### src/hw/rtl/bwk_pkg.sv
// Package for the burst window key search tracker.
// Holds sizes, command and status codes, register indexes and the status function.
// No dependencies.
`timescale 1ns / 1ps
`default_nettype none

package bwk_pkg;

  localparam int WINDOW_DEPTH = 32;
  localparam int BURST_BITS   = 64;

  localparam int AW     = $clog2(WINDOW_DEPTH);
  localparam int FW     = $clog2(WINDOW_DEPTH + 1);
  localparam int WORD_W = 64;
  localparam int SESS_W = 32;
  localparam int KEY_W  = 16;
  localparam int WIN_W  = 6;
  localparam int INT_W  = 16;
  localparam int CIDX_W = 2;
  localparam int CDAT_W = 16;
  localparam int CMP_W  = 7;

  typedef enum logic [1:0] {
    CMD_BURST  = 2'd0,
    CMD_CLEAR  = 2'd1,
    CMD_RESULT = 2'd2
  } cmd_e;

  typedef enum logic [2:0] {
    ST_IDLE       = 3'd0,
    ST_COLLECTING = 3'd1,
    ST_SEARCHING  = 3'd2,
    ST_KEYED      = 3'd3,
    ST_MISS       = 3'd4
  } status_e;

  typedef enum logic [CIDX_W-1:0] {
    REG_WIN_LO      = 2'd0,
    REG_WIN_HI      = 2'd1,
    REG_RECHECK_GAP = 2'd2
  } reg_idx_e;

  // Request toward the window memory.
  typedef struct packed {
    logic          we;
    logic [AW-1:0] waddr;
    logic          re;
    logic [AW-1:0] raddr;
  } ram_req_t;

  function automatic status_e status_of(input logic active, input logic pending,
                                        input logic missed, input logic [KEY_W-1:0] key);
    status_e s;
    if (!active) begin
      s = ST_IDLE;
    end else if (pending) begin
      s = ST_SEARCHING;
    end else if (missed && key == '0) begin
      s = ST_MISS;
    end else if (key != '0) begin
      s = ST_KEYED;
    end else begin
      s = ST_COLLECTING;
    end
    return s;
  endfunction

  // Window size register values are clamped to 1 .. WINDOW_DEPTH where they are used.
  function automatic logic [FW-1:0] clamp_win(input logic [WIN_W-1:0] v);
    logic [FW-1:0] r;
    if (v == '0) begin
      r = FW'(1);
    end else if (CMP_W'(v) > CMP_W'(WINDOW_DEPTH)) begin
      r = FW'(WINDOW_DEPTH);
    end else begin
      r = FW'(v);
    end
    return r;
  endfunction

endpackage

`default_nettype wire

### src/hw/rtl/bwk_stream_if.sv
// Channel interfaces of the burst window key search tracker: input, output, config.
// Depends on bwk_pkg.
`timescale 1ns / 1ps
`default_nettype none

interface bwk_in_if import bwk_pkg::*; ();
  logic              valid;
  logic              ready;
  logic [1:0]        command;
  logic [WORD_W-1:0] burst_word;
  logic [SESS_W-1:0] result_session;
  logic [KEY_W-1:0]  result_key;

  modport source (output valid, command, burst_word, result_session, result_key,
                  input ready);
  modport sink (input valid, command, burst_word, result_session, result_key,
                output ready);
endinterface

interface bwk_out_if import bwk_pkg::*; ();
  logic              valid;
  logic              ready;
  logic              request_flag;
  logic [SESS_W-1:0] out_session;
  logic [KEY_W-1:0]  out_key;
  logic [WORD_W-1:0] out_burst;
  logic              last_in_run;
  logic [2:0]        status;

  modport source (output valid, request_flag, out_session, out_key, out_burst,
                  last_in_run, status, input ready);
  modport sink (input valid, request_flag, out_session, out_key, out_burst,
                last_in_run, status, output ready);
endinterface

interface bwk_cfg_if import bwk_pkg::*; ();
  logic              valid;
  logic              ready;
  logic [CIDX_W-1:0] index;
  logic [CDAT_W-1:0] data;

  modport source (output valid, index, data, input ready);
  modport sink (input valid, index, data, output ready);
endinterface

`default_nettype wire

### src/hw/rtl/bwk_window_ram.sv
// Window store: one write port, one read port, registered read data.
// Depends on bwk_pkg.
`timescale 1ns / 1ps
`default_nettype none

module bwk_window_ram import bwk_pkg::*; (
  input  wire logic                  clk_i,
  input  wire ram_req_t              req_i,
  input  wire logic [BURST_BITS-1:0] wdata_i,
  output logic      [BURST_BITS-1:0] rdata_o
);

  logic [BURST_BITS-1:0] mem [WINDOW_DEPTH];
  logic [BURST_BITS-1:0] rdata_q;

  always_ff @(posedge clk_i) begin
    if (req_i.we) begin
      mem[req_i.waddr] <= wdata_i;
    end
  end

  always_ff @(posedge clk_i) begin
    if (req_i.re) begin
      rdata_q <= mem[req_i.raddr];
    end
  end

  assign rdata_o = rdata_q;

endmodule

`default_nettype wire

### src/hw/rtl/bwk_ctrl.sv
// Session control, config registers, request sequencer and output register.
// Depends on bwk_pkg and the channel interfaces; drives bwk_window_ram.
`timescale 1ns / 1ps
`default_nettype none

module bwk_ctrl import bwk_pkg::*; (
  input  wire logic                  clk_i,
  input  wire logic                  rst_ni,
  bwk_in_if.sink                     in_i,
  bwk_out_if.source                  out_o,
  bwk_cfg_if.sink                    cfg_i,
  output ram_req_t                   ram_req_o,
  output logic      [BURST_BITS-1:0] ram_wdata_o,
  input  wire logic [BURST_BITS-1:0] ram_rdata_i
);

  typedef enum logic [2:0] {
    S_IDLE   = 3'b001,
    S_STATUS = 3'b010,
    S_RUN    = 3'b100
  } fsm_e;

  fsm_e state_q, state_d;

  logic [WIN_W-1:0] min_win_q, max_win_q;
  logic [INT_W-1:0] recheck_q;

  logic              active_q, active_d;
  logic              pending_q, pending_d;
  logic              missed_q, missed_d;
  logic              made_q, made_d;
  logic [SESS_W-1:0] sess_q, sess_d;
  logic [KEY_W-1:0]  key_q, key_d;
  logic [31:0]       bcnt_q, bcnt_d;
  logic [31:0]       last_req_q, last_req_d;
  logic [AW-1:0]     head_q, head_d;
  logic [FW-1:0]     fill_q, fill_d;

  logic [AW-1:0] raddr_q, raddr_d;
  logic [FW-1:0] left_q, left_d;
  logic          rd_pend_q, rd_pend_d;
  logic          rd_last_q, rd_last_d;

  logic              out_valid_q, out_valid_d;
  logic              out_flag_q;
  logic              out_last_q;
  logic [SESS_W-1:0] out_sess_q;
  logic [KEY_W-1:0]  out_key_q;
  logic [WORD_W-1:0] out_burst_q;
  status_e           out_status_q;

  logic          in_fire, out_free, issue, load_status, load_run;
  logic [FW-1:0] mn, mx, fill_base, take;
  logic [FW:0]   fill_inc;
  logic [FW-1:0] fill_new;
  logic          pend_b, made_b;
  logic [31:0]   last_b;
  logic          want_req;
  logic [AW-1:0] head_new;
  logic [AW:0]   start_sum;
  logic [AW-1:0] start_addr;

  assign in_i.ready  = (state_q == S_IDLE);
  assign cfg_i.ready = 1'b1;
  assign in_fire     = in_i.valid && in_i.ready;
  assign out_free    = !out_valid_q || out_o.ready;

  assign mn = clamp_win(min_win_q);
  assign mx = clamp_win(max_win_q);

  // A burst that finds no active session starts a fresh one.
  assign fill_base = active_q ? fill_q : '0;
  assign pend_b    = active_q ? pending_q : 1'b0;
  assign made_b    = active_q ? made_q : 1'b0;
  assign last_b    = active_q ? last_req_q : '0;
  assign fill_inc  = {1'b0, fill_base} + (FW+1)'(1);
  assign fill_new  = (fill_inc > {1'b0, mx}) ? mx : fill_inc[FW-1:0];
  assign head_new  = (head_q == AW'(WINDOW_DEPTH - 1)) ? '0 : head_q + AW'(1);
  assign take      = made_b ? mx : mn;

  always_comb begin
    want_req = 1'b0;
    if (!pend_b && fill_new >= mn) begin
      if (!made_b) begin
        want_req = 1'b1;
      end else if ((bcnt_q - last_b) >= 32'(recheck_q) && fill_new >= mx) begin
        want_req = 1'b1;
      end
    end
  end

  // Oldest entry of the newest take bursts, wrapped into the store.
  assign start_sum  = {1'b0, head_new} + (AW+1)'(WINDOW_DEPTH) - (AW+1)'(take);
  assign start_addr = (start_sum >= (AW+1)'(WINDOW_DEPTH)) ?
                      AW'(start_sum - (AW+1)'(WINDOW_DEPTH)) : start_sum[AW-1:0];

  // A read is issued only when no read word is waiting or the waiting word is leaving this cycle.
  assign issue       = (state_q == S_RUN) && (left_q != '0) && (!rd_pend_q || out_free);
  assign load_status = (state_q == S_STATUS) && out_free;
  assign load_run    = (state_q == S_RUN) && rd_pend_q && out_free;

  always_comb begin
    ram_req_o.we    = in_fire && (in_i.command == CMD_BURST);
    ram_req_o.waddr = head_q;
    ram_req_o.re    = issue;
    ram_req_o.raddr = raddr_q;
  end
  assign ram_wdata_o = in_i.burst_word[BURST_BITS-1:0];

  always_comb begin
    state_d    = state_q;
    active_d   = active_q;
    pending_d  = pending_q;
    missed_d   = missed_q;
    made_d     = made_q;
    sess_d     = sess_q;
    key_d      = key_q;
    bcnt_d     = bcnt_q;
    last_req_d = last_req_q;
    head_d     = head_q;
    fill_d     = fill_q;
    raddr_d    = raddr_q;
    left_d     = left_q;
    rd_pend_d  = rd_pend_q;
    rd_last_d  = rd_last_q;

    case (state_q)
      S_IDLE: begin
        if (in_fire) begin
          state_d = S_STATUS;
          case (in_i.command)
            CMD_BURST: begin
              if (!active_q) begin
                sess_d   = sess_q + 32'd1;
                active_d = 1'b1;
                missed_d = 1'b0;
              end
              pending_d  = pend_b;
              made_d     = made_b;
              last_req_d = last_b;
              head_d     = head_new;
              fill_d     = fill_new;
              bcnt_d     = bcnt_q + 32'd1;
              if (want_req) begin
                pending_d  = 1'b1;
                made_d     = 1'b1;
                last_req_d = bcnt_q;
                raddr_d    = start_addr;
                left_d     = take;
                state_d    = S_RUN;
              end
            end
            CMD_CLEAR: begin
              if (active_q) begin
                active_d   = 1'b0;
                pending_d  = 1'b0;
                made_d     = 1'b0;
                last_req_d = '0;
                fill_d     = '0;
              end
            end
            CMD_RESULT: begin
              if (in_i.result_session == sess_q) begin
                pending_d = 1'b0;
                if (in_i.result_key != '0) begin
                  key_d    = in_i.result_key;
                  missed_d = 1'b0;
                end else begin
                  missed_d = 1'b1;
                end
              end
            end
            default: begin
            end
          endcase
        end
      end
      S_STATUS: begin
        if (out_free) begin
          state_d = S_IDLE;
        end
      end
      S_RUN: begin
        if (load_run) begin
          rd_pend_d = 1'b0;
          if (rd_last_q) begin
            state_d = S_IDLE;
          end
        end
        if (issue) begin
          rd_pend_d = 1'b1;
          rd_last_d = (left_q == FW'(1));
          left_d    = left_q - FW'(1);
          raddr_d   = (raddr_q == AW'(WINDOW_DEPTH - 1)) ? '0 : raddr_q + AW'(1);
        end
      end
      default: begin
        state_d = S_IDLE;
      end
    endcase
  end

  always_comb begin
    out_valid_d = out_valid_q;
    if (load_status || load_run) begin
      out_valid_d = 1'b1;
    end else if (out_o.ready) begin
      out_valid_d = 1'b0;
    end
  end

  always_ff @(posedge clk_i or negedge rst_ni) begin
    if (!rst_ni) begin
      state_q     <= S_IDLE;
      min_win_q   <= WIN_W'(4);
      max_win_q   <= WIN_W'(16);
      recheck_q   <= INT_W'(16);
      active_q    <= 1'b0;
      pending_q   <= 1'b0;
      missed_q    <= 1'b0;
      made_q      <= 1'b0;
      sess_q      <= '0;
      key_q       <= '0;
      bcnt_q      <= '0;
      last_req_q  <= '0;
      head_q      <= '0;
      fill_q      <= '0;
      raddr_q     <= '0;
      left_q      <= '0;
      rd_pend_q   <= 1'b0;
      rd_last_q   <= 1'b0;
      out_valid_q <= 1'b0;
    end else begin
      state_q     <= state_d;
      active_q    <= active_d;
      pending_q   <= pending_d;
      missed_q    <= missed_d;
      made_q      <= made_d;
      sess_q      <= sess_d;
      key_q       <= key_d;
      bcnt_q      <= bcnt_d;
      last_req_q  <= last_req_d;
      head_q      <= head_d;
      fill_q      <= fill_d;
      raddr_q     <= raddr_d;
      left_q      <= left_d;
      rd_pend_q   <= rd_pend_d;
      rd_last_q   <= rd_last_d;
      out_valid_q <= out_valid_d;
      if (cfg_i.valid && cfg_i.ready) begin
        case (cfg_i.index)
          REG_WIN_LO:      min_win_q <= cfg_i.data[WIN_W-1:0];
          REG_WIN_HI:      max_win_q <= cfg_i.data[WIN_W-1:0];
          REG_RECHECK_GAP: recheck_q <= cfg_i.data[INT_W-1:0];
          default: begin
          end
        endcase
      end
    end
  end

  // Output word payload; the session state is stable while a word is built.
  always_ff @(posedge clk_i) begin
    if (load_status || load_run) begin
      out_sess_q   <= sess_q;
      out_key_q    <= key_q;
      out_status_q <= status_of(active_q, pending_q, missed_q, key_q);
      out_flag_q   <= load_run;
      out_last_q   <= load_run ? rd_last_q : 1'b1;
      out_burst_q  <= load_run ? WORD_W'(ram_rdata_i) : '0;
    end
  end

  assign out_o.valid        = out_valid_q;
  assign out_o.request_flag = out_flag_q;
  assign out_o.out_session  = out_sess_q;
  assign out_o.out_key      = out_key_q;
  assign out_o.out_burst    = out_burst_q;
  assign out_o.last_in_run  = out_last_q;
  assign out_o.status       = out_status_q;

endmodule

`default_nettype wire

### src/hw/rtl/burst_window_key_search_tracker.sv
// Top level of the burst window key search tracker.
// Depends on bwk_pkg, the channel interfaces, bwk_ctrl and bwk_window_ram.
//
// Usage:
//   in_i carries one input word: a burst (command 0), a session clear
//   (command 1) or a key search result (command 2). out_o carries result
//   words; the last word caused by one input has last_in_run set.
//   cfg_i writes the first request size (index 0), the window capacity (1)
//   and the minimum burst gap between requests (2); it is always ready and
//   should be used while the block is idle.
// Flow:
//   in_i is ready only while no input is being worked on. A status-only
//   input is accepted, then its word is loaded into the output register
//   once that register is free. A burst that starts a request run sends
//   take words, at most WINDOW_DEPTH, one per cycle while out_o is ready,
//   from the window memory (one read port, registered read data).
// Reset:
//   rst_ni clears all session state and restores the register defaults;
//   the window memory needs no clearing, as only bursts of the current
//   session are ever read back.
// Stalls:
//   When out_o is not ready the word holds in the output register, and a
//   run pauses with its next burst kept in the memory read register.
`timescale 1ns / 1ps
`default_nettype none

module burst_window_key_search_tracker import bwk_pkg::*; (
  input  wire logic clk_i,
  input  wire logic rst_ni,
  bwk_in_if.sink    in_i,
  bwk_out_if.source out_o,
  bwk_cfg_if.sink   cfg_i
);

  ram_req_t              ram_req;
  logic [BURST_BITS-1:0] ram_wdata;
  logic [BURST_BITS-1:0] ram_rdata;

  bwk_ctrl u_ctrl (
    .clk_i       (clk_i),
    .rst_ni      (rst_ni),
    .in_i        (in_i),
    .out_o       (out_o),
    .cfg_i       (cfg_i),
    .ram_req_o   (ram_req),
    .ram_wdata_o (ram_wdata),
    .ram_rdata_i (ram_rdata)
  );

  bwk_window_ram u_window_ram (
    .clk_i   (clk_i),
    .req_i   (ram_req),
    .wdata_i (ram_wdata),
    .rdata_o (ram_rdata)
  );

endmodule

`default_nettype wire
### src/flat_wrapper.sv
// flat-port wrapper written by rule: the top's interface ports become plain ports
module burst_window_key_search_tracker_flat import bwk_pkg::*;
  (clk_i, rst_ni, in_i_valid, in_i_command, in_i_burst_word, in_i_result_session, in_i_result_key, in_i_ready, out_o_valid, out_o_request_flag, out_o_out_session, out_o_out_key, out_o_out_burst, out_o_last_in_run, out_o_status, out_o_ready, cfg_i_valid, cfg_i_index, cfg_i_data, cfg_i_ready);
  bwk_in_if in_i_i ();
  bwk_out_if out_o_i ();
  bwk_cfg_if cfg_i_i ();
  input  wire logic clk_i;
  input  wire logic rst_ni;
  input wire logic [$bits(in_i_i.valid)-1:0] in_i_valid;
  input wire logic [$bits(in_i_i.command)-1:0] in_i_command;
  input wire logic [$bits(in_i_i.burst_word)-1:0] in_i_burst_word;
  input wire logic [$bits(in_i_i.result_session)-1:0] in_i_result_session;
  input wire logic [$bits(in_i_i.result_key)-1:0] in_i_result_key;
  output wire logic [$bits(in_i_i.ready)-1:0] in_i_ready;
  output wire logic [$bits(out_o_i.valid)-1:0] out_o_valid;
  output wire logic [$bits(out_o_i.request_flag)-1:0] out_o_request_flag;
  output wire logic [$bits(out_o_i.out_session)-1:0] out_o_out_session;
  output wire logic [$bits(out_o_i.out_key)-1:0] out_o_out_key;
  output wire logic [$bits(out_o_i.out_burst)-1:0] out_o_out_burst;
  output wire logic [$bits(out_o_i.last_in_run)-1:0] out_o_last_in_run;
  output wire logic [$bits(out_o_i.status)-1:0] out_o_status;
  input wire logic [$bits(out_o_i.ready)-1:0] out_o_ready;
  input wire logic [$bits(cfg_i_i.valid)-1:0] cfg_i_valid;
  input wire logic [$bits(cfg_i_i.index)-1:0] cfg_i_index;
  input wire logic [$bits(cfg_i_i.data)-1:0] cfg_i_data;
  output wire logic [$bits(cfg_i_i.ready)-1:0] cfg_i_ready;
  assign in_i_i.valid = in_i_valid;
  assign in_i_i.command = in_i_command;
  assign in_i_i.burst_word = in_i_burst_word;
  assign in_i_i.result_session = in_i_result_session;
  assign in_i_i.result_key = in_i_result_key;
  assign in_i_ready = in_i_i.ready;
  assign out_o_valid = out_o_i.valid;
  assign out_o_request_flag = out_o_i.request_flag;
  assign out_o_out_session = out_o_i.out_session;
  assign out_o_out_key = out_o_i.out_key;
  assign out_o_out_burst = out_o_i.out_burst;
  assign out_o_last_in_run = out_o_i.last_in_run;
  assign out_o_status = out_o_i.status;
  assign out_o_i.ready = out_o_ready;
  assign cfg_i_i.valid = cfg_i_valid;
  assign cfg_i_i.index = cfg_i_index;
  assign cfg_i_i.data = cfg_i_data;
  assign cfg_i_ready = cfg_i_i.ready;
  burst_window_key_search_tracker u_core (.clk_i(clk_i), .rst_ni(rst_ni), .in_i(in_i_i), .out_o(out_o_i), .cfg_i(cfg_i_i));
endmodule
### config.mk
export PLATFORM = sky130hd
export DESIGN_NAME = burst_window_key_search_tracker_flat
export DESIGN_NICKNAME = d
export VERILOG_FILES = /design/src/hw/rtl/bwk_pkg.sv /design/src/hw/rtl/bwk_stream_if.sv /design/src/hw/rtl/bwk_window_ram.sv /design/src/hw/rtl/bwk_ctrl.sv /design/src/hw/rtl/burst_window_key_search_tracker.sv /design/src/flat_wrapper.sv
export SDC_FILE = /design/constraint.sdc
export NUM_CORES = 2
export LEC_CHECK = 0
export ABC_AREA = 1
export BUFFER_PORTS_ARGS = -buffer_cell sky130_fd_sc_hd__buf_2
export CAP_MARGIN = 5
export CORE_ASPECT_RATIO = 0.6
export CORE_MARGIN = 2
export CORE_UTILIZATION = 50
export CTS_BUF_LIST = sky130_fd_sc_hd__clkbuf_16
export DETAILED_ROUTE_END_ITERATION = 10
export GPL_ROUTABILITY_DRIVEN = 0
export PLACE_DENSITY = 0.66
export SETUP_SLACK_MARGIN = 0.15
export SLEW_MARGIN = 20
export SYNTH_ARGS = -nofsm -noshare
export SYNTH_HDL_FRONTEND = slang
export SYNTH_SLANG_ARGS = --single-unit
### constraint.sdc
create_clock -name clk_i -period 12 [get_ports clk_i]
set_clock_uncertainty 0.05 [all_clocks]
set_input_delay 1.8 -clock clk_i [delete_from_list [all_inputs] [get_ports clk_i]]
set_output_delay 1.8 -clock clk_i [all_outputs]
set_load 0.02 [all_outputs]
Word-level counts from Yosys, hierarchy flattened
Memories as Yosys holds them, arrays and structs flattened. A register that Yosys moved wholly into a read port is not among the register bits.
Index checks and enable logic that the tools add are counted.
{"block": "totals", "ff_bits": 289, "ramBits": 2048, "inputBits": 137, "output_inout_bits": 120, "elab_cells": 171, "memories": 1}
{"name": "u_core.u_window_ram.mem", "words": 32, "word_bits": 64, "read_ports": 1, "rd_clocked_by_memory_dff": 1, "write_ports": 1, "line": "bwk_window_ram.sv:13", "source": "logic [BURST_BITS-1:0] mem [WINDOW_DEPTH];"}
{"block": "op_classes", "add_sub_neg": 10, "magnitude_cmp": 7, "n_eq_ne": 21, "n_mux": 58, "n_bitwise": 1, "reduce_logical": 46}
{"operator": "32-bit 2-to-1 mux", "n": 3}
{"operator": "6-bit 2-to-1 mux", "n": 12}
{"operator": "32-bit by 1-bit adder with 32-bit output (second input constant)", "n": 2}
{"operator": "32-bit case mux with 2 select lines", "n": 1}
{"operator": "5-bit 2-to-1 mux", "n": 7}
{"operator": "32-bit equality test", "n": 1}
{"operator": "32-bit by 16-bit >= comparator with 1-bit output", "n": 1}
{"operator": "16-bit nonzero test", "n": 2}
{"operator": "32-bit subtractor", "n": 1}
{"operator": "6-bit case mux with 2 select lines", "n": 2}
{"operator": "3-bit 2-to-1 mux", "n": 7}
{"operator": "5-bit AND reduction", "n": 4}
{"operator": "1-bit 2-to-1 mux", "n": 18}
{"operator": "16-bit zero test", "n": 1}
{"operator": "2-bit != test (second input constant)", "n": 7}
{"operator": "6-bit >= comparator", "n": 2}
{"operator": "6-bit greater-than comparator (second input constant)", "n": 2}
{"operator": "6-bit zero test", "n": 2}
{"operator": "4-bit AND reduction", "n": 3}
{"operator": "5-bit by 1-bit adder with 5-bit output (second input constant)", "n": 2}
{"operator": "5-bit equality test (second input constant)", "n": 2}
{"operator": "1-bit logical AND", "n": 10}
{"operator": "5-bit case mux with 2 select lines", "n": 1}
{"operator": "2-bit AND reduction", "n": 5}
{"operator": "other kinds (28)", "n": 45}

Depth between registers and ports, before layout
{"block": "logic_depth", "depth_word": 14, "depth_mapped": 37, "ltp_nobuf": 33}

Modules after synthesis
Synthesis repeated with hierarchy kept, for this count alone.
{"block": "unflattened", "hier_cells": 8868, "area_unflattened_um2": 100542.7}
{"module": "bwk_window_ram", "instances": 1, "cells_each": 6768, "area_per_inst_um2": 83631.5, "seq_area_each_um2": 63420.8}
{"module": "bwk_ctrl", "instances": 1, "cells_each": 2100, "area_per_inst_um2": 16911.2, "seq_area_each_um2": 7822.5}

Worst setup path after synthesis
Ideal clock, no wire load.
{"block": "synth_path", "path_type": "input port to flip-flop", "startpoint": "input port out_o_ready", "endpoint": "register u_core.u_ctrl.out_last_q (netlist: u_core.u_ctrl.out_o.last_in_run) (enable)", "arrival_ns": 10.049, "required_ns": 11.196, "setup_slack_ns": 1.146, "path_stages": 2, "path_buffers": 0, "cell_sequence": "nor2_1 o21ai_0"}
{"block": "synth_between", "elab_chain_len": 3, "elab_cells_between_ends": 4}
{"item": "start: declaration", "line": "flat_wrapper.sv:22", "source": "input wire logic [$bits(out_o_i.ready)-1:0] out_o_ready;"}
{"item": "1-bit logical OR *", "line": "bwk_ctrl.sv:66", "source": "assign out_free = !out_valid_q || out_o.ready;"}
{"item": "1-bit logical AND, on equally long branches", "line": "bwk_ctrl.sv:99, bwk_ctrl.sv:100"}
{"item": "1-bit logical OR *", "line": "bwk_ctrl.sv:264", "source": "if (load_status || load_run) begin"}
{"item": "end signal: assignment", "line": "bwk_ctrl.sv:269", "source": "out_last_q <= load_run ? rd_last_q : 1'b1;"}
{"item": "end: declaration", "line": "bwk_ctrl.sv:46", "source": "logic out_last_q;"}
Every way passes the cells marked *; elsewhere a longest branch is shown, timed or not.
A chain may end at the register's enable or synchronous reset.

Final worst setup path
{"block": "layout_path", "startpoint": "register u_core.u_ctrl.active_q", "endpoint": "register u_core.u_ctrl.last_req_q[23]"}
{"block": "layout_between", "elab_chain_len": 11, "elab_cells_between_ends": 21}
{"item": "start: declaration", "line": "bwk_ctrl.sv:28", "source": "logic active_q, active_d;"}
{"item": "start signal: assignment", "line": "bwk_ctrl.sv:235", "source": "active_q <= active_d;"}
{"item": "parallel branches: the longest is 11 deep, another holds 32-bit subtractor"}
{"item": "end signal: assignment", "line": "bwk_ctrl.sv:242", "source": "last_req_q <= last_req_d;"}
{"item": "end: declaration", "line": "bwk_ctrl.sv:35", "source": "logic [31:0] last_req_q, last_req_d;"}
Several ways; the timed one is not identified.

==> impl_metrics.toml <==
[outcome]
status = "complete, no violations"

[grt]
grt_max_degree = 204
gr-total-overflow = 0
gr-usage-all-layers = 0.280
grt_pass1_wl_mm = 418
grt_antenna_before_repair = 17
grt_pass1_vias = 61800

[worst_setup_path]
worstSetupEndpointType = "register"
cp_num_buf_inv = 7
crit_required_ns = 12.74
worst_ep_arrival_time_ns = 6.19
cp-start-kind = "register"
critical_path.most_common_cell = "nand2_1"
cpLargestDelayFamily = "simple AND/OR/NAND/NOR gates"
cp_max_fo = 46
rrSetupSlack_ns = 6.54
slowest_delay_ns = 0.47
path_class = "register to register"
slowest_stage = "buf_4"

[sta]
rsz0062_at_grt = "false"
report.final.slew_viol_count = 0
relSlewSlack = 0.229
tightest_slew_ns = 1.15
fin_crit_ns = 5.46
tns_ns = 0
period_share = 0.455
max_freq_mhz = 183
finalSetupViolations = 0
hold_viol = 0

[layout]
layout_commonest_cell = "edfxtp_1"
layout_common_cells = "edfxtp_1, nor2_1, o21ai_0"
final_area_um2 = 108000
drive_above_1_share = 0.0890
area_delta_synth_final_pct = 10.8
nFillCells = 15800
fin_nets = 8366

[drt]
drt-wirelength-per-cell_um = 26.1
wl_mm = 285
antenna_left = 0
vias_per_cell = 6.08
met3WireLength_mm = 37.6
met1Wirelength_mm = 122
top_layer = "met5"
drc = 0
drt_iter0_drc = 10000
dr_wl_met2_mm = 118
dr.pass1.iters = 8
num_vias = 66400

[pwr]
power_leakage_uw = 0.0382
ir_drop_uv = 187
powerDensity_nw_per_um2 = 225

[placement]
dpl-instance-area_um2 = 102000
hpwlAfterDp_mm = 160
numPortBuffers = 255

[cts]
cts_setup_buffers = 0
cts_tree = "done"
cts_max_path_buffers = 4
numClockSinks = 2401
path_clk_slew_ns = 0.06
cts_max_level = 4
post_cts_resized = 0
clk_latency_ns = 0.86
cts_hold_buf = 0
root_buffer = "clkbuf_16"
cts_buffers = 220

[synth]
ys.flop_type = "edfxtp_1"
yosys.area.top_type = "edfxtp_1"
async_reset_ff_frac = 0.0716
syn_area_um2 = 97900
synth_cells = 8049
syn_avg_cell_area_um2 = 12.2
ys_warn_count = 0
synth_nets = 8274
yosysSeqAreaShare = 0.728
synth_top_cells_by_area = "edfxtp_1, o21ai_0, nor2_1, dfrtp_1, o22ai_1"
yosys.cell_types.count = 56
ys_ff_latch = 2401
yosysTopAreaCellShare = 0.684
synth_edf_count = 2229

[die]
core_area_um2 = 194000
dieHeight_um = 347
die_w_um = 575
initial_core_util = 0.504
die_area_um2 = 199000
rows = 125
num_io_pins = 257

[run]
max_cap_violations = 0

[worst_hold_path]
worstHoldPathType = "register to register"
==> state kept, by name (all words and copies together) (netlist names), 6 cells and up <==
signal                           cells
u_core.u_ctrl.left_q                 6
u_core.u_ctrl.out_o.out_burst       64
u_core.u_ctrl.bcnt_q                32
u_core.u_ctrl.key_q                 16
u_core.u_ctrl.last_req_q            32
u_core.u_ctrl.out_o.out_key         16
u_core.u_ctrl.max_win_q              6
u_core.u_ctrl.min_win_q              6
u_core.u_window_ram.rdata_o         64
u_core.u_ctrl.recheck_q             16
u_core.u_window_ram.mem           2048
u_core.u_ctrl.sess_q                32
u_core.u_ctrl.fill_q                 6
u_core.u_ctrl.out_o.out_session     32
==> metrics by stage <==
step / cells / utilization / hold slack [ns] / total power [uW] / setup slack [ns]
floorplan: 8049 / - / 0.373 / 14900 / 1.15
finish: 10900 / 0.559 / 0.423 / 24500 / 6.54
detailed placement: 10500 / 0.524 / 0.408 / 17700 / 6.50
CTS: 10900 / 0.559 / 0.421 / 24300 / 6.62
global route: 10900 / 0.559 / 0.436 / 25600 / 6.07
global placement: 10500 / 0.524 / 0.404 / 17600 / 6.56
==> report_power, final <==
part	internal (uW)	leakage [uW]	switching (uW)
Combinational	2090	0.0126	5860
Clock	3620	0.00346	3120
Sequential	9510	0.0222	259
==> cell type report <==
cell class | count | area [um2] | share of cell area
clock buffers | 223 | 5580 | 0.0514
inverters | 372 | 1440 | 0.0132
flip-flops and latches | 2401 | 71300 | 0.657
multi-input cells | 4797 | 23700 | 0.218
diodes | 7 | 17.5 | 0.000161
clock inverters | 169 | 1130 | 0.0104
repair buffers | 349 | 2140 | 0.0197
well taps | 2603 | 3260 | 0.0300
==> per-layer routing <==
metal	up-vias	global-route usage
li1	29100	-
met1	32800	0.439
met2	4087	0.389
met3	426	0.0720
met4	2	0.0648
met5	-	0
==> cells in the mapped netlist, drive strengths merged (11+ instances only) <==
cell,number
edfxtp,2229
nor2,1434
o21ai,1300
nand2,886
o22ai,611
clkbuf,445
inv,368
dfrtp,168
nand3,129
a21oi,101
ha,86
xor2,69
nor3,35
buf,34
xnor2,30
nand4,25
o31ai,20
nor4,15
o21a,11
==> cells by family (layout without fill, tap and decap cells) <==
kind of cell | count (synthesis) | after routing | synth area share
AOI/OAI and AO/OA | 2069 | 2069 | 0.115
other | 1 | 8 | 0.0000383
DFF | 2401 | 2401 | 0.728
buffers and inverters | 851 | 1113 | 0.0331
xor gates and xnor gates | 99 | 99 | 0.00886
and+or+nand+nor | 2540 | 2540 | 0.103
adders and majority gates | 88 | 88 | 0.0114
==> final timing paths <==
path	startpoint	end	cells past startpoint
max	u_core.u_ctrl.active_q$_DFFE_PN0P_	u_core.u_ctrl.last_req_q[23]$_DFFE_PN0P_	30
min	u_core.u_ctrl.key_q[6]$_DFFE_PN0P_	u_core.u_ctrl.out_o.out_key[6]$_DFFE_PP_	0
max reg2reg	u_core.u_ctrl.active_q$_DFFE_PN0P_	u_core.u_ctrl.last_req_q[23]$_DFFE_PN0P_	30
min reg2reg	u_core.u_ctrl.key_q[6]$_DFFE_PN0P_	u_core.u_ctrl.out_o.out_key[6]$_DFFE_PP_	0
max in group asynchronous	rst_ni	u_core.u_ctrl.sess_q[12]$_DFFE_PN0P_	2
min in group asynchronous	rst_ni	u_core.u_ctrl.recheck_q[9]$_DFFE_PN0P_	1
(Power assumes the default switching activity.)
